--- config.mk ---
export PLATFORM = sky130hd
export DESIGN_NAME = gmo_mul
export DESIGN_NICKNAME = d
export VERILOG_FILES = /design/src/gmo_mul.sv
export SDC_FILE = /design/constraint.sdc
export NUM_CORES = 2
export LEC_CHECK = 0
export BUFFER_PORTS_ARGS = -buffer_cell sky130_fd_sc_hd__buf_2
export CAP_MARGIN = 20
export CORE_MARGIN = 2
export CORE_UTILIZATION = 57
export CTS_CLUSTER_DIAMETER = 80
export DETAILED_ROUTE_END_ITERATION = 8
export GPL_TIMING_DRIVEN = 0
export PLACE_DENSITY = 0.77
export SLEW_MARGIN = 20
export SYNTH_ARGS = -nofsm -noshare
export SYNTH_HDL_FRONTEND = slang
export SYNTH_SLANG_ARGS = --single-unit
--- constraint.sdc ---
create_clock -name clk_i -period 7.6 [get_ports clk_i]
set_clock_uncertainty 0.15 [all_clocks]
set_input_delay 0.76 -clock clk_i [delete_from_list [all_inputs] [get_ports clk_i]]
set_output_delay 0.76 -clock clk_i [all_outputs]
set_load 0.01 [all_outputs]
--- src/gmo_mul.sv ---
// shared signed 8.24 multiplier, product registered, floor of full product
// depends on nothing
module gmo_mul (
  input  logic        clk_i,
  input  logic [31:0] a_i,
  input  logic [31:0] b_i,
  output logic [31:0] y_o
);

  logic signed [63:0] prod_q;

  always_ff @(posedge clk_i) begin
    prod_q <= $signed(a_i) * $signed(b_i);
  end

  assign y_o = prod_q[55:24];

endmodule

==> run_results.csv <==
group,metric,value,unit
run_status,status,"complete, but fails checks",
run_status,failed_checks,"negative setup slack",
timing,worst_slack,-112,ps
finish,reg_top3,"prod_q: 32 flops",
timing,fmax,0.130,GHz
synth,yosysMostFrequentCell,"fa_1",
timing,setup_viol,6,
clock_network,cts_tree,"yes",
synth,ys_seq_area_share,1.93,%
timing,maxSlewViolCount,0,
synth,synth.cell_area,33300,sq um
drt,avgRoutedWirePerCell,26.8,um
drt,drc,0,
finish,drive_gt1_share,15.3,%
timing,layout_worst_path_cycle_share,101,%
clock_network,htreeDepth,2,
floorplanning,initial_core_util,57.6,%
placed_design,place_congestion,1.12,
worst_setup_path,crit_path_end_kind,"flip-flop",
global_routing,grt_pass1_vias,28068,
floorplanning,pin_count,97,
worst_setup_path,path_max_fanout,10,
finish,largest_register_ffs,32,
clock_network,clk_pin_slew_worst_paths,60,ps
clock_network,clkSinkCount,32,
synth,synth_nets,4757,
synth,synthArstFlopShare,0,%
synth,synth_flop_cell,"dfxtp_1",
drt,ant_nets,0,
floorplanning,core,57700,sq um
synth,synth_edf_count,0,
floorplanning,core.rowCount,88,
synth,syn_inst,3539,
floorplanning,die_w,246,um
synth,yosys.cell_types.count,52,
drt,wl,121000,um
timing,finalHoldViolCount,0,
floorplanning,die_area,60300,sq um
global_routing,grt_first_pass_wirelength,175000,um
worst_setup_path,crit_arrival,7780,ps
clock_network,clockRootBuffer,"clkbuf_16",
global_routing,overflow,0,
synth,ys_seq_elements,32,
worst_setup_path,critPathRequiredTime,7660,ps
synth,yosys-top-cells-count,"fa_1, inv_1, nand2_1",
finish,largest-register,"prod_q",
worst_setup_path,start_kind,"primary input",
floorplanning,die_y,246,um
drt,vias_per_cell,5.93,
drt,first_pass_iters,8,
synth,synth_top_area_share,59.1,%
timing,max_slew_margin,66.8,%
global_routing,antenna_found_initial,23,
clock_network,ctsHoldBuffers,0,
global_routing,grt_max_degree,14,
timing,grt_setup_unrepaired,"true",
finish,num-fill-cells,4256,
finish,synthToLayoutAreaGrowth,17.3,%
timing,max_slew.worst_pin.slew,497,ps
run,drv_cap,0,
clock_network,clockBufferDepth,2,
timing,holdWs,985,ps
worst_hold_path,min_path_type,"in -> reg",
drt,vias,26789,
synth,ys_top_cells_by_area,"fa_1, inv_1, and2_1",
placed_design,dpl.hpwl,95200,um
placed_design,portBuffers,93,
clock_network,cts_made_buffers,5,
drt,detail_route.iter0.violations,2966,
worst_setup_path,crit_end,"prod_q[54]",
worst_setup_path,path_class,"in -> reg",
global_routing,grt_use_total,40.5,%
worst_setup_path,crit_path_start,"b_i[19]",
synth,synth_largest_area_cell,"fa_1",
synth,yosysWarnings,0,
finish,finalNetCount,4960,
timing,min_period,7710,ps
synth,syn_area_per_cell,9.40,sq um
==> critical path: stages <==
cell	delay (ps)
buf_2	230
buf_8	190
nand2_1	110
fa_2	480
fa_1	570
inv_2	40
fa_1	510
fa_2	730
fa_2	530
fa_1	500
fa_1	580
inv_2	50
fa_1	510
inv_2	50
ha_4	290
and3_4	210
nand3_4	80
nand2b_4	150
a31oi_4	160
a21oi_4	80
a211o_4	370
a21oi_4	250
a41oi_2	170
xnor2_1	150
==> area by class of cell <==
| class | count | area, sq um | share of cell area, % |
|---|---|---|---|
| inverter | 905 | 3410 | 8.74 |
| sequential | 32 | 641 | 1.64 |
| tap | 765 | 957 | 2.45 |
| buffer | 185 | 2750 | 7.06 |
| clock buffer | 5 | 125 | 0.321 |
| multi-input combinational | 2414 | 29400 | 75.3 |
| antenna | 13 | 32.5 | 0.0834 |
| clock inverter | 3 | 42.5 | 0.109 |
| timing repair buffer | 199 | 1690 | 4.32 |
==> cells in the final DEF (no fill, tap or decap), types with 7 or more instances in the layout <==
cell       synthesis  layout
clkbuf_16          0      55
fa_1             982     917
buf_12             0      20
nand2_1          536     533
a21oi_1           33      24
o21a_1             7       7
inv_1            905     886
buf_4              0     120
nor2b_1           27      27
and2_1           453     435
nand3_1            9       7
buf_2              0      55
dfxtp_1           32      32
nor2_1            24      20
fa_2               0      65
ha_4               0      27
buf_6              0      34
inv_2              0      16
and2_4             0      18
xor2_1            16      16
a21o_1            24      24
ha_1             171     142
clkbuf_4           0      21
clkbuf_2           0      14
clkbuf_8           0      41
o21ai_0           13       7
buf_8              0      29
nand2b_1          10       9
xnor2_1           41      41
diode_2            0      13
==> worst min-delay path by stage <==
| stage | cells past startpoint | end | slack (ps) | start |
|---|---|---|---|---|
| global placement | 1 | y_o[31] | 1000 | prod_q[55] |
| finish | 5 | prod_q[55] | 980 | a_i[31] |
| global route | 5 | prod_q[55] | 1000 | a_i[31] |
| CTS | 5 | prod_q[55] | 960 | a_i[31] |
| floorplan | 0 | y_o[0] | 910 | prod_q[24] |
| detailed placement | 1 | y_o[22] | 1000 | prod_q[46] |
==> what timing repair did <==
action | 4_1_cts | 5_1_grt
gates cloned | 1 | 6
setup buffers | 41 | 59
setup endpoints to repair | 29 | 19
gates resized for setup | 652 | 261
pin swaps | 75 | 122
==> layer usage <==
metal  GRT usage (%)  vias to the layer above  part of all wire [%]
li1                -                    10380                     -
met5               0                        -                  0.21
met3            16.7                      769                    15
met2            59.0                     2190                    43
met1            49.0                    13434                    32
met4            28.5                       16                   9.9
==> per-stage QoR <==
step / TNS, ps / instance area [sq um] / cells / setup WS, ps / util, %
5_1_grt: -836 / 39000 / 4516 / -166 / 67.6
6_report: -392 / 39000 / 4521 / -112 / 67.6
3_5_place_dp: -30040 / 34700 / 4397 / -1440 / 60.1
4_1_cts: -75.9 / 37700 / 4443 / -38.6 / 65.4
3_3_place_gp: -28750 / 34700 / 4397 / -1420 / 60.1
2_1_floorplan: 0 / 33300 / 3539 / 25.7 / -
==> kinds of logic after synthesis <==
family          count (synthesis)  synth area share [%]
buf+inv                      1093                  12.3
xor+xnor                       57                  1.50
simple gates                 1086                  16.2
fa+ha+maj                    1153                  65.5
flops                          32                  1.93
compound gates                118                  2.50
Power is left out: the tool's default activity adds up to more than one toggle a clock period on the data nets, which glitch-free logic cannot reach.
