==> config.mk <==
export PLATFORM = sky130hd
export DESIGN_NAME = gmo_div
export DESIGN_NICKNAME = d
export VERILOG_FILES = /design/src/gmo_pkg.sv /design/src/gmo_div.sv
export SDC_FILE = /design/constraint.sdc
export NUM_CORES = 1
export LEC_CHECK = 0
export BUFFER_PORTS_ARGS = -buffer_cell sky130_fd_sc_hd__clkbuf_2
export CAP_MARGIN = 40
export CELL_PAD_IN_SITES_DETAIL_PLACEMENT = 2
export CELL_PAD_IN_SITES_GLOBAL_PLACEMENT = 2
export CORE_MARGIN = 2
export CORE_UTILIZATION = 38
export DETAILED_ROUTE_END_ITERATION = 8
export MAX_ROUTING_LAYER = met4
export PLACE_DENSITY_LB_ADDON = 0.1
export SLEW_MARGIN = 20
export SYNTH_ARGS = -nofsm -noshare
export SYNTH_HDL_FRONTEND = slang
export SYNTH_SLANG_ARGS = --single-unit
==> constraint.sdc <==
create_clock -name clk_i -period 7.9 [get_ports clk_i]
set_input_delay 2.37 -clock clk_i [delete_from_list [all_inputs] [get_ports clk_i]]
set_output_delay 2.37 -clock clk_i [all_outputs]
set_load 0.05 [all_outputs]
==> src/gmo_pkg.sv <==
// shared types and constants for the glide modulated oscillator
// no dependencies
package gmo_pkg;

  localparam int unsigned GLIDE_DECIMATION_DEF = 100;
  localparam int unsigned SINE_TABLE_BITS_DEF  = 10;

  localparam logic [31:0] FX_ONE      = 32'h0100_0000;
  localparam logic [31:0] FX_HALF     = 32'h0080_0000;
  localparam logic [31:0] SAT_MAX     = 32'h7fff_ffff;
  localparam logic [63:0] HALF_PI_Q30 = 64'd1686629713;

  localparam int unsigned DIV_NUM_W = 49;
  localparam int unsigned DIV_DEN_W = 32;

  typedef enum logic [2:0] {
    WAVE_SAW    = 3'd0,
    WAVE_SINE   = 3'd1,
    WAVE_COSINE = 3'd2,
    WAVE_SMOOTH = 3'd3,
    WAVE_SQUARE = 3'd4
  } wave_e;

  typedef enum logic [1:0] {
    FUNC_SAMPLE = 2'd0,
    FUNC_GLIDE  = 2'd1,
    FUNC_RESET  = 2'd2,
    FUNC_NONE   = 2'd3
  } func_e;

  typedef enum logic [1:0] {
    CFG_WAVEFORM      = 2'd0,
    CFG_FM_DEPTH      = 2'd1,
    CFG_AM_DEPTH      = 2'd2,
    CFG_SAMPLE_PERIOD = 2'd3
  } cfg_e;

endpackage

==> src/gmo_div.sv <==
// restoring unsigned divider, one quotient bit per cycle
// depends on gmo_pkg
module gmo_div (
  input  logic                             clk_i,
  input  logic                             rst_ni,
  input  logic                             start_i,
  input  logic [gmo_pkg::DIV_NUM_W-1:0]    dividend_i,
  input  logic [gmo_pkg::DIV_DEN_W-1:0]    divisor_i,
  output logic                             done_o,
  output logic [gmo_pkg::DIV_NUM_W-1:0]    quot_o
);

  localparam int unsigned CntW = $clog2(gmo_pkg::DIV_NUM_W + 1);

  logic [gmo_pkg::DIV_NUM_W-1:0] quo_q;
  logic [gmo_pkg::DIV_DEN_W:0]   rem_q;
  logic [gmo_pkg::DIV_DEN_W-1:0] den_q;
  logic [CntW-1:0]               cnt_q;
  logic                          done_q;
  logic [gmo_pkg::DIV_DEN_W:0]   shifted;
  logic [gmo_pkg::DIV_DEN_W+1:0] trial;

  assign shifted = {rem_q[gmo_pkg::DIV_DEN_W-1:0], quo_q[gmo_pkg::DIV_NUM_W-1]};
  assign trial   = {1'b0, shifted} - {2'b00, den_q};

  always_ff @(posedge clk_i or negedge rst_ni) begin
    if (!rst_ni) begin
      cnt_q  <= '0;
      done_q <= 1'b0;
    end else begin
      done_q <= 1'b0;
      if (start_i) begin
        cnt_q <= CntW'(gmo_pkg::DIV_NUM_W);
      end else if (cnt_q != '0) begin
        cnt_q <= cnt_q - 1'b1;
        if (cnt_q == CntW'(1)) begin
          done_q <= 1'b1;
        end
      end
    end
  end

  always_ff @(posedge clk_i) begin
    if (start_i) begin
      quo_q <= dividend_i;
      rem_q <= '0;
      den_q <= divisor_i;
    end else if (cnt_q != '0) begin
      if (!trial[gmo_pkg::DIV_DEN_W+1]) begin
        rem_q <= trial[gmo_pkg::DIV_DEN_W:0];
      end else begin
        rem_q <= shifted;
      end
      quo_q <= {quo_q[gmo_pkg::DIV_NUM_W-2:0], ~trial[gmo_pkg::DIV_DEN_W+1]};
    end
  end

  assign done_o = done_q;
  assign quot_o = quo_q;

endmodule

==> flow_summary.ini <==
[critical_path]
critPathLaunchType = primary input
crit_family = buffers and inverters
r2r_slack_ns = 4.64
crit_buf_inv = 3
critPathKind = primary input to flop
crit_required_ns = 8.02
slowest_delay_ns = 0.57
critical_path.cell_chain = buf_4 > inv_1 > nand2_2 > buf_12
crit_arrival_ns = 4.11
crit_path_end_kind = flop
worst-path-max-fanout = 57
slowest_stage = buf_4

[sta]
maxSlewHeadroom = 0.488
finClkSkew_ns = 0.0130
period_share = 0.505
tightest_slew_ns = 0.768
setup-tns-final_ns = 0
finalSetupViolations = 0
grt_setup_unrepaired = no
drv_slew = 0
period_minus_slack_ns = 3.99
hold_viol = 0
fmax_ghz = 0.251

[logic_synthesis]
synth_top_family_by_area = compound AO/OA/AOI/OAI gates
synth_area_um2 = 6700
ys_ff_latch = 120
syn_inst = 622
synthArstFlopShare = 0.0583
synth_compound_area_frac = 0.172
synth_xor_xnor_area_share = 0.0340
synth_top_area_share = 0.363
avgSynthCellArea_um2 = 10.8
yosysTopAreaCell = edfxtp_1
mappedNetlistNets = 741
synth_area_leaders = edfxtp_1, dfxtp_1, mux2_2
yosysMostFrequentCell = edfxtp_1
synth-simple-area-share = 0.104
synthMuxAreaShare = 0.0892
synth_commonest_cells = edfxtp_1, nand2_1, nor2_1, mux2_2, inv_1
synth_edf_count = 81
synth_cell_types = 64
seq_area_frac_synth = 0.485
ys_warn_count = 0
synth_ff_type = edfxtp_1
synthAdderAreaFrac = 0.0664

[run]
cap_violations = 0

[pwr]
powerDensity_nw_per_um2 = 322
p_leak_nw = 3.42
irDropWorstVdd_uv = 166
power_mw = 2.60

[floorplanning]
die_y_um = 137
start_util = 0.388
rows = 48
core-area_um2 = 17300
die_w_um = 137
dieArea_um2 = 18700
io_pins = 134

[clock_network]
path_clk_slew_ns = 0.06
clkLatencyLatePin_ns = 0.43
cts_hold_buf = 0
cts_resized = 0
cts_buffers = 17
clock_path_buffers = 2
cts_tree = yes
cts_max_level = 4
cts-root-buf = clkbuf_16
cts_num_sinks = 120
post_cts_buffers = 0

[hold_path]
hp-class = flop to flop

[global_routing]
grt_pass1_vias = 6015
grt_max_degree = 60
grt_overflow = 0
grt_antenna_before_repair = 1
grtUsageTotal = 0.227
grt_pass1_wl_mm = 31.6

[detailed_routing]
post_drt_via_cell_ratio = 5.35
wl_per_cell_um = 19.8
drtIter0Drc = 248
wirelength_mm = 19.5
drc = 0
antenna_left = 0
vias = 5282
drtPass1Iterations = 5

[layout]
fin_util = 0.468
final_nets = 869
seq_area_um2 = 3250
syn_to_final_growth_pct = 20.7
fill_cells = 1783
drive_gt1_frac = 0.325
multiInputGateArea_um2 = 3130
stdcell_area_um2 = 8090

[outcome]
status = finished, final reports clean

[placed_design]
dp_hpwl_mm = 13.4
place_area_um2 = 7550
gp_congestion = 0.778
portBuffers = 133
## registers in the layout (all words and copies together) (netlist names)
name,count
rem_q,32
quot_o,49
done_o,1
cnt_q,6
den_q,32
## worst register-to-register path: stages, from the launching register on
cell and delay [ns]:
edfxtp_1 0.44, inv_1 0.09, ha_1 0.17, inv_1 0.06, fa_1 0.42, a211oi_1 0.27
o211ai_1 0.18, a21oi_2 0.26, o31ai_4 0.13, a21oi_2 0.26, a31oi_4 0.15, a21oi_2 0.19
mux2_4 0.32, a311oi_1 0.25
## layout by cell type, fill, tap and decap left out, types with 11 or more instances in the layout
cell	n
a21oi_1	40
inv_1	46
dfxtp_1	32
nand2_1	72
clkbuf_2	132
o21ai_0	18
edfxtp_1	81
a311oi_2	17
xnor2_1	19
nor2_1	56
ha_1	34
mux2_2	49
clkbuf_16	17
nand3_1	11
## logic make-up (layout without fill, tap and decap cells)
family                     count (synthesis)  count (layout)
AOI/OAI and AO/OA                        147             147
xor gates and xnor gates                  26              26
adders and majority gates                 35              35
buffers and inverters                     76             216
DFF                                      120             120
muxes                                     53              53
other                                      0               1
and+or+nand+nor                          165             165
## layout make-up
cell class / instances / share of cell area
Sequential cell: 120 / 0.401
Multi-Input combinational cell: 426 / 0.387
Timing Repair Buffer: 137 / 0.0878
Clock buffer: 19 / 0.0535
Tap cell: 225 / 0.0348
Inverter: 48 / 0.0223
Clock inverter: 12 / 0.0130
Antenna cell: 1 / 0.000309
## report_power, final
| part | total [mW] | switching [mW] | internal (mW) |
|---|---|---|---|
| logic | 1.01 | 0.633 | 0.378 |
| registers | 0.868 | 0.0835 | 0.785 |
| clock network | 0.726 | 0.297 | 0.429 |
## per-stage QoR
stage | cells | hold slack, ns | setup WS (ns)
floorplan | 622 | 0.449 | 3.76
global placement | 955 | 0.470 | 3.27
detailed placement | 956 | 0.483 | 3.41
CTS | 987 | 0.510 | 3.88
global route | 988 | 0.537 | 3.75
finish | 988 | 0.503 | 3.91
## worst paths after layout
path,from,depth (start not counted),to
worst min-delay path,rem_q[11],2,rem_q[11]
worst max-delay path,start_i,4,quot_o[32]
max in group asynchronous,rst_ni,1,cnt_q[3]
min in group asynchronous,rst_ni,1,cnt_q[5]
worst max register to register,quot_o[48],13,rem_q[28]
worst min register to register,rem_q[11],2,rem_q[11]
## metal layers
metal,routed length [µm],global-route usage,vias to the layer above
li1,-,-,2514
met4,182,0.0498,0
met3,1050,0.0652,13
met1,8320,0.259,2624
met5,0,-,-
met2,9970,0.396,131
No activity file was read; power rests on OpenSTA's default activity.
